==> config.mk <==
export PLATFORM = sky130hd
export DESIGN_NAME = escaped_frame_encoder_top
export DESIGN_NICKNAME = d
export VERILOG_FILES = /design/src/design/efe_pkg.sv /design/src/design/efe_encoder.sv /design/src/design/efe_burst.sv /design/src/design/escaped_frame_encoder_top.sv
export SDC_FILE = /design/constraint.sdc
export NUM_CORES = 1
export LEC_CHECK = 0
export ABC_AREA = 1
export CAP_MARGIN = 25
export CORE_MARGIN = 3
export CORE_UTILIZATION = 57
export CTS_CLUSTER_DIAMETER = 150
export DETAILED_ROUTE_END_ITERATION = 7
export DONT_BUFFER_PORTS = 1
export GPL_TIMING_DRIVEN = 0
export PLACE_DENSITY = 0.8
export SYNTH_ARGS = -nofsm -noshare
export SYNTH_HDL_FRONTEND = slang
export SYNTH_SLANG_ARGS = --single-unit
==> constraint.sdc <==
create_clock -name clk -period 2.1 [get_ports clk]
set_input_delay 0.315 -clock clk [delete_from_list [all_inputs] [get_ports clk]]
set_output_delay 0.315 -clock clk [all_outputs]
set_load 0.01 [all_outputs]
==> src/design/efe_pkg.sv <==
// Shared types and constants for the escaped frame encoder.
package efe_pkg;

  localparam int MAX_PAYLOAD = 63;
  localparam int LEN_W       = 6;
  localparam int MAX_RES     = 5;
  localparam int IDX_W       = $clog2(MAX_RES + 1);

  localparam logic [7:0] HEAD_BYTE     = 8'hFE;
  localparam logic [7:0] TAIL_BYTE     = 8'hFF;
  localparam logic [7:0] ESC_OFFSET    = 8'd2;
  localparam logic [7:0] ERR_BYTE      = 8'h00;
  localparam logic [7:0] MAX_PAYLOAD_B = 8'(MAX_PAYLOAD);

  typedef struct packed {
    logic [7:0]       payload_byte;
    logic             frame_start;
    logic [LEN_W-1:0] frame_length;
  } in_item_t;

  typedef struct packed {
    logic [7:0] line_byte;
    logic       run_last;
    logic       frame_end;
    logic       sequence_error;
  } out_item_t;

  // Line bytes of one input item, first byte in slot 0.
  typedef struct packed {
    logic [MAX_RES-1:0][7:0] bytes;
    logic [MAX_RES-1:0]      tail;
    logic                    err;
    logic [IDX_W-1:0]        cnt;
  } burst_t;

endpackage

==> src/design/efe_encoder.sv <==
// Frame state and per-item encoding into a burst of line bytes.
module efe_encoder (
  input  logic              clk,
  input  logic              rst_n,
  input  efe_pkg::in_item_t item,
  input  logic              load,
  output efe_pkg::burst_t   burst
);
  import efe_pkg::*;

  logic             open_r, open_nxt;
  logic [LEN_W-1:0] rem_r, rem_nxt;
  logic [LEN_W-1:0] len_sat;
  logic [LEN_W-1:0] rem_dec;
  logic             esc;
  logic [IDX_W-1:0] idx;
  burst_t           b;

  always_comb begin
    b        = '0;
    idx      = '0;
    open_nxt = open_r;
    rem_nxt  = rem_r;
    esc      = (item.payload_byte >= HEAD_BYTE);
    len_sat  = ({2'b00, item.frame_length} > MAX_PAYLOAD_B) ?
               MAX_PAYLOAD_B[LEN_W-1:0] : item.frame_length;
    rem_dec  = (rem_r != '0) ? rem_r - LEN_W'(1) : '0;
    if (item.frame_start == open_r) begin
      // start while busy, or byte with no frame open: drop
      b.bytes[0] = ERR_BYTE;
      b.err      = 1'b1;
      idx        = IDX_W'(1);
    end else begin
      if (item.frame_start) begin
        b.bytes[idx] = HEAD_BYTE;
        idx          = idx + IDX_W'(1);
        b.bytes[idx] = 8'(len_sat);
        idx          = idx + IDX_W'(1);
      end
      if (!item.frame_start || len_sat != '0) begin
        if (esc) begin
          b.bytes[idx] = HEAD_BYTE;
          idx          = idx + IDX_W'(1);
          b.bytes[idx] = item.payload_byte - ESC_OFFSET;
        end else begin
          b.bytes[idx] = item.payload_byte;
        end
        idx = idx + IDX_W'(1);
      end
      if (item.frame_start) begin
        rem_nxt = (len_sat != '0) ? len_sat - LEN_W'(1) : '0;
      end else begin
        rem_nxt = rem_dec;
      end
      if (rem_nxt == '0) begin
        b.bytes[idx] = TAIL_BYTE;
        b.tail[idx]  = 1'b1;
        idx          = idx + IDX_W'(1);
        open_nxt     = 1'b0;
      end else begin
        open_nxt = 1'b1;
      end
    end
    b.cnt = idx;
  end

  always_ff @(posedge clk) begin
    if (!rst_n) begin
      open_r <= 1'b0;
      rem_r  <= '0;
    end else if (load) begin
      open_r <= open_nxt;
      rem_r  <= rem_nxt;
    end
  end

  assign burst = b;

endmodule

==> src/design/efe_burst.sv <==
// Result register: holds an item's line bytes, shifts one out per unstalled cycle.
module efe_burst (
  input  logic               clk,
  input  logic               rst_n,
  input  logic               load,
  input  efe_pkg::burst_t    load_data,
  input  logic               out_stall,
  output logic               can_load,
  output logic               out_valid,
  output efe_pkg::out_item_t out_item
);
  import efe_pkg::*;

  logic [MAX_RES-1:0][7:0] bytes_r, bytes_nxt;
  logic [MAX_RES-1:0]      tail_r, tail_nxt;
  logic                    err_r, err_nxt;
  logic [IDX_W-1:0]        cnt_r, cnt_nxt;
  logic                    take;

  assign out_valid = (cnt_r != '0);
  assign take      = out_valid && !out_stall;
  assign can_load  = (cnt_r == '0) || (take && cnt_r == IDX_W'(1));

  always_comb begin
    bytes_nxt = bytes_r;
    tail_nxt  = tail_r;
    err_nxt   = err_r;
    cnt_nxt   = cnt_r;
    if (load) begin
      bytes_nxt = load_data.bytes;
      tail_nxt  = load_data.tail;
      err_nxt   = load_data.err;
      cnt_nxt   = load_data.cnt;
    end else if (take) begin
      // advance to the next byte of the burst
      bytes_nxt = {8'h00, bytes_r[MAX_RES-1:1]};
      tail_nxt  = {1'b0, tail_r[MAX_RES-1:1]};
      cnt_nxt   = cnt_r - IDX_W'(1);
    end
  end

  always_ff @(posedge clk) begin
    if (!rst_n) begin
      cnt_r <= '0;
    end else begin
      cnt_r <= cnt_nxt;
    end
  end

  always_ff @(posedge clk) begin
    bytes_r <= bytes_nxt;
    tail_r  <= tail_nxt;
    err_r   <= err_nxt;
  end

  assign out_item.line_byte      = bytes_r[0];
  assign out_item.run_last       = (cnt_r == IDX_W'(1));
  assign out_item.frame_end      = tail_r[0];
  assign out_item.sequence_error = err_r;

endmodule

==> src/design/escaped_frame_encoder_top.sv <==
// Top level of the escaped frame encoder: input register, encoder, result register.
//
// Each input transaction carries one payload byte; the first of a frame also
// carries the frame length. The block sends each frame as head 0xFE, the length
// (saturated to MAX_PAYLOAD, not escaped), the payload with 0xFE/0xFF escaped as
// FE FC / FE FD, and tail 0xFF. A start while a frame is open, or a byte with no
// frame open, is dropped and reported as one result with sequence_error set and
// line_byte 0. Every result transaction is one line byte; run_last marks the last
// byte caused by an input item. Rate: one item causes 1 to 5 line bytes, and the
// result register sends one byte per cycle while out_stall is low: an ordinary
// payload byte gives 1 byte, an escaped one 2, the closing item of a longer frame
// up to 3, and a frame's first item up to 5. The input register takes a new
// transaction while the previous burst drains, and the next burst loads in the
// cycle its predecessor's last byte is taken. An input transaction passes
// through the input register and then the result register before its first
// line byte is sent. No clearing pass after reset; the block is ready at once.
module escaped_frame_encoder_top (
  input  logic               clk,
  input  logic               rst_n,
  input  logic               in_valid,
  output logic               in_stall,
  input  efe_pkg::in_item_t  in_item,
  output logic               out_valid,
  input  logic               out_stall,
  output efe_pkg::out_item_t out_item
);
  import efe_pkg::*;

  in_item_t item_r;
  logic     item_vld_r, item_vld_nxt;
  logic     accept;
  logic     load;
  logic     can_load;
  burst_t   burst;

  // Hold the input item until the result register can take its burst.
  assign load     = item_vld_r && can_load;
  assign in_stall = item_vld_r && !can_load;
  assign accept   = in_valid && !in_stall;

  always_comb begin
    item_vld_nxt = item_vld_r;
    if (accept) begin
      item_vld_nxt = 1'b1;
    end else if (load) begin
      item_vld_nxt = 1'b0;
    end
  end

  always_ff @(posedge clk) begin
    if (!rst_n) begin
      item_vld_r <= 1'b0;
    end else begin
      item_vld_r <= item_vld_nxt;
    end
  end

  always_ff @(posedge clk) begin
    if (accept) begin
      item_r <= in_item;
    end
  end

  efe_encoder u_encoder (
    .clk   (clk),
    .rst_n (rst_n),
    .item  (item_r),
    .load  (load),
    .burst (burst)
  );

  efe_burst u_burst (
    .clk       (clk),
    .rst_n     (rst_n),
    .load      (load),
    .load_data (burst),
    .out_stall (out_stall),
    .can_load  (can_load),
    .out_valid (out_valid),
    .out_item  (out_item)
  );

  // An accepted transaction always lands in the input register.
  a_accept_held: assert property (@(posedge clk) disable iff (!rst_n)
    accept |=> item_vld_r)
    else $error("accepted transaction not held");

  // The frame tail always closes the item's burst.
  a_tail_last: assert property (@(posedge clk) disable iff (!rst_n)
    (out_valid && out_item.frame_end) |-> out_item.run_last)
    else $error("frame tail not last byte of item");

  // A sequence error is a single zero byte.
  a_err_single: assert property (@(posedge clk) disable iff (!rst_n)
    (out_valid && out_item.sequence_error) |->
      (out_item.run_last && out_item.line_byte == ERR_BYTE))
    else $error("malformed sequence error result");

  // A new burst loads only when the output is empty or finishing.
  a_load_clean: assert property (@(posedge clk) disable iff (!rst_n)
    (out_valid && out_stall) |-> !load)
    else $error("burst overwritten while stalled");

endmodule

==> metrics.log <==
INFO  metric route.detailed.vias_per_inst = 5.80
INFO  metric dr.first_iter.drc_count = 383
INFO  metric post-layout-total-power = 5.72 mW
INFO  metric worst_slack = -0.0748 ns
INFO  metric synth_top_cell_area_share = 0.489
INFO  metric timing.hold.worst_endpoint = item_r[6]
INFO  metric wire_length_of_the_first_global_routing_pass = 11200 µm
INFO  metric ys.warnings.count = 0
INFO  metric unrepaired_setup_endpoints_after_global_routing = yes
INFO  metric maxSlewHeadroom = 0.634
INFO  metric ios = 32
INFO  metric worst_margin_pin_slew = 0.549 ns
INFO  metric die_h = 82.3 µm
INFO  metric worstReg2RegEnd = u_burst.bytes_r[24]
INFO  metric synth.distinct_cells = 30
INFO  metric grt_use_met2 = 0.370
INFO  metric drtPass1Iterations = 5
INFO  metric vias = 2667
INFO  metric die-area = 0.00677 mm²
INFO  metric timing.hold.worst.start = in_item[6]
INFO  metric overflow = 0
INFO  metric synth-main-ff-cell = sky130_fd_sc_hd__edfxtp_1
INFO  metric failing_checks = negative setup slack
INFO  metric syn_avg_cell_area = 9.59 µm²
INFO  metric synth_sequential_area_ratio = 0.555
INFO  metric overall_track_demand_over_capacity_in_global_routing = 0.227
INFO  metric critPathCaptureType = flop
INFO  metric synth-seq-cells = 65
INFO  metric areaGrowthSynthToFinish = 20.8%
INFO  metric floorplan.initialDensity = 0.596
INFO  metric ctsHtreeMaxLevel = 3
INFO  metric floorplan_die_width = 82.3 µm
INFO  metric hpwl = 4600 µm
INFO  metric hold_depth = 0
INFO  metric report.final.setup_viol = 13
INFO  metric setup.worst_path.start = item_r[1]
INFO  metric total_cts_buffers = 9
INFO  metric critPathArrivalTime = 2.38 ns
INFO  metric dp_area = 0.00344 mm²
INFO  metric synth_edf_count = 54
INFO  metric final_nets = 412
INFO  metric ir_worst_vdd = 0.000840 V
INFO  metric antenna_violating_nets_post_route = 0
INFO  metric clk_root_buffer_cell = sky130_fd_sc_hd__clkbuf_8
INFO  metric fmax = 0.460 GHz
INFO  metric clk-insertion-delay-late = 0.36 ns
INFO  metric r2r_path_start = item_r[1]
INFO  metric cts_tree = done
INFO  metric path_max_fanout = 7
INFO  metric run_status = finished with violations
INFO  metric cts.reportedPaths.clkPinSlew = 0.07 ns
INFO  metric syn-instance-count = 346
INFO  metric power.density = 1420 mW/mm²
INFO  metric first_global_vias = 2382
INFO  metric grtUsageMet3 = 0.0597
INFO  metric async_flop_share = 0
INFO  metric post_placement_worst_setup_slack = -0.338 ns
INFO  metric mostFrequentLayoutCell = sky130_fd_sc_hd__nand2_1
INFO  metric leading_area_contributor_after_synthesis = sky130_fd_sc_hd__edfxtp_1
INFO  metric post_synth_main_area_contributors = sky130_fd_sc_hd__edfxtp_1 (49%), sky130_fd_sc_hd__nand2_1 (9.4%), sky130_fd_sc_hd__dfxtp_1 (6.6%), sky130_fd_sc_hd__inv_1 (4.6%), sky130_fd_sc_hd__ha_1 (3.8%)
INFO  metric mostFrequentLayoutCells = sky130_fd_sc_hd__nand2_1 (76), sky130_fd_sc_hd__edfxtp_1 (54), sky130_fd_sc_hd__inv_1 (34)
INFO  metric placement.io_buffers = 0
INFO  metric drive_gt1_frac = 0.278
INFO  metric number_of_antenna_violations_at_the_first_check_in_global_routing = 0
INFO  metric reg2reg_slack = -0.07 ns
INFO  metric postSynthNetCount = 375
INFO  metric max-clock-path-buffers = 2
INFO  metric final_cell_area = 0.00401 mm²
INFO  metric final_hold_viol_count = 0
INFO  metric period_share = 1.04
INFO  metric timing.max_cap.violations = 0
INFO  metric final-max-slew-violation-count = 0
INFO  metric clock_sink_count = 65
INFO  metric grt_max_usage_layer = met2
INFO  metric post_cts_hold_buffer_count = 0
INFO  metric timing_worst_setup_path_type = flop to flop
INFO  metric setup_crit_start_kind = flop
INFO  metric p_leak = 1.77 nW
INFO  metric worst_hold_class = primary input to flop
INFO  metric clock-skew-final = 0.00655 ns
INFO  metric timing.final.crit_period = 2.17 ns
INFO  metric critical_path_required = 2.31 ns
INFO  metric nFillCells = 371
INFO  metric globalplace.congestion = 0.887
INFO  metric reg2regPathDepth = 16
INFO  metric detailed_route_wire_length_per_cell = 17.6 µm
INFO  metric post-route-util = 0.720
INFO  metric rows = 27
INFO  metric detail_route.drc_violations = 0
INFO  metric grt_start_max_net_pins = 16
INFO  metric globalRouteMet1Util = 0.283
INFO  metric antennaDiodeCount = 0
INFO  metric core_area = 0.00557 mm²
INFO  metric postRouteWirelength = 8100 µm
INFO  metric post_synth_instance_area = 0.00332 mm²
## layer usage
metal  share of wire  up-vias
met1            0.37     1233
met4           0.043        0
met3           0.092       36
li1                -     1225
met5               0        -
met2            0.50      173
## layout make-up
type | count | area (µm²) | area share
repair buffers | 23 | 210 | 0.0524
well taps | 72 | 90.1 | 0.0225
flip-flops and latches | 65 | 1840 | 0.459
multi-input cells | 215 | 1340 | 0.334
clock buffers | 9 | 124 | 0.0309
repair inverters | 3 | 22.5 | 0.00561
clock inverters | 7 | 70.1 | 0.0175
inverters | 47 | 189 | 0.0471
plain buffers | 19 | 121 | 0.0303
## cells by family (layout without fill, tap and decap cells)
| family | after synthesis | count (layout) | synth area share |
|---|---|---|---|
| AO/OA/AOI/OAI | 51 | 51 | 0.0893 |
| XOR/XNOR | 7 | 7 | 0.0185 |
| adder cells (fa/ha/maj) | 10 | 10 | 0.0377 |
| buffers and inverters | 66 | 108 | 0.0878 |
| flip-flops | 65 | 65 | 0.555 |
| AND/OR/NAND/NOR | 147 | 147 | 0.212 |
## where the power goes
part           total, mW  internal [mW]  switching (mW)
Sequential          2.32           2.12           0.197
Clock               1.06          0.545           0.511
Combinational       2.34          0.915            1.43
## critical path, stage by stage, from the launching register on
cell                       delay, ns
sky130_fd_sc_hd__edfxtp_1       0.42
sky130_fd_sc_hd__inv_2          0.10
sky130_fd_sc_hd__ha_4           0.14
sky130_fd_sc_hd__inv_2          0.04
sky130_fd_sc_hd__nor2_4         0.14
sky130_fd_sc_hd__nand3_4        0.12
sky130_fd_sc_hd__nand2_4        0.12
sky130_fd_sc_hd__nor2_4         0.04
sky130_fd_sc_hd__nor2_4         0.12
sky130_fd_sc_hd__nand2_2        0.08
sky130_fd_sc_hd__nor2_4         0.12
sky130_fd_sc_hd__nand2_4        0.10
sky130_fd_sc_hd__nor2_8         0.17
sky130_fd_sc_hd__nand2_4        0.08
sky130_fd_sc_hd__nand2_4        0.09
sky130_fd_sc_hd__inv_4          0.05
sky130_fd_sc_hd__o21ai_1        0.07
## cells in the mapped netlist, types with 10 or more instances
cell / number
sky130_fd_sc_hd__nand2_1: 83
sky130_fd_sc_hd__edfxtp_1: 54
sky130_fd_sc_hd__inv_1: 41
sky130_fd_sc_hd__nand3_1: 20
sky130_fd_sc_hd__nor2_1: 17
sky130_fd_sc_hd__o21ai_0: 17
sky130_fd_sc_hd__a21oi_1: 15
sky130_fd_sc_hd__buf_4: 11
sky130_fd_sc_hd__dfxtp_1: 11
sky130_fd_sc_hd__a22oi_1: 10
sky130_fd_sc_hd__ha_1: 10
## timing repair
item,CTS,global route
gates resized for setup,16,28
cloned,3,0
endpoints found under the setup margin,72,99
pin swaps,4,14
buffers inserted,8,15
## worst max-delay path by stage
stage                          endpoint  slack [ns]  cells past startpoint
floorplan              u_burst.cnt_r[0]       0.003                     12
global placement       u_burst.cnt_r[0]       -0.27                     12
detailed placement     u_burst.cnt_r[2]       -0.34                     10
CTS                    u_burst.cnt_r[2]       -0.03                     12
global route        u_burst.out_item[8]       -0.19                     11
finish              u_burst.bytes_r[24]       -0.07                     16
## state kept, by name (all words and copies together), names as in the netlist
register / flops
item_r: 15
item_vld_r: 1
u_burst.bytes_r: 25
u_burst.cnt_r: 3
u_burst.err_r: 1
u_burst.out_item: 8
u_burst.tail_r: 5
u_encoder.open_r: 1
u_encoder.rem_r: 6
## through the flow
| stage | hold WS, ns | std cells | setup TNS, ns |
|---|---|---|---|
| floorplan | 0.414 | 346 | 0 |
| global placement | 0.414 | 418 | -10.84 |
| detailed placement | 0.414 | 418 | -12.14 |
| CTS | 0.0419 | 445 | -0.0340 |
| global route | 0.0333 | 460 | -6.27 |
| finish | 0.0519 | 460 | -0.484 |
(Power assumes the default switching activity.)
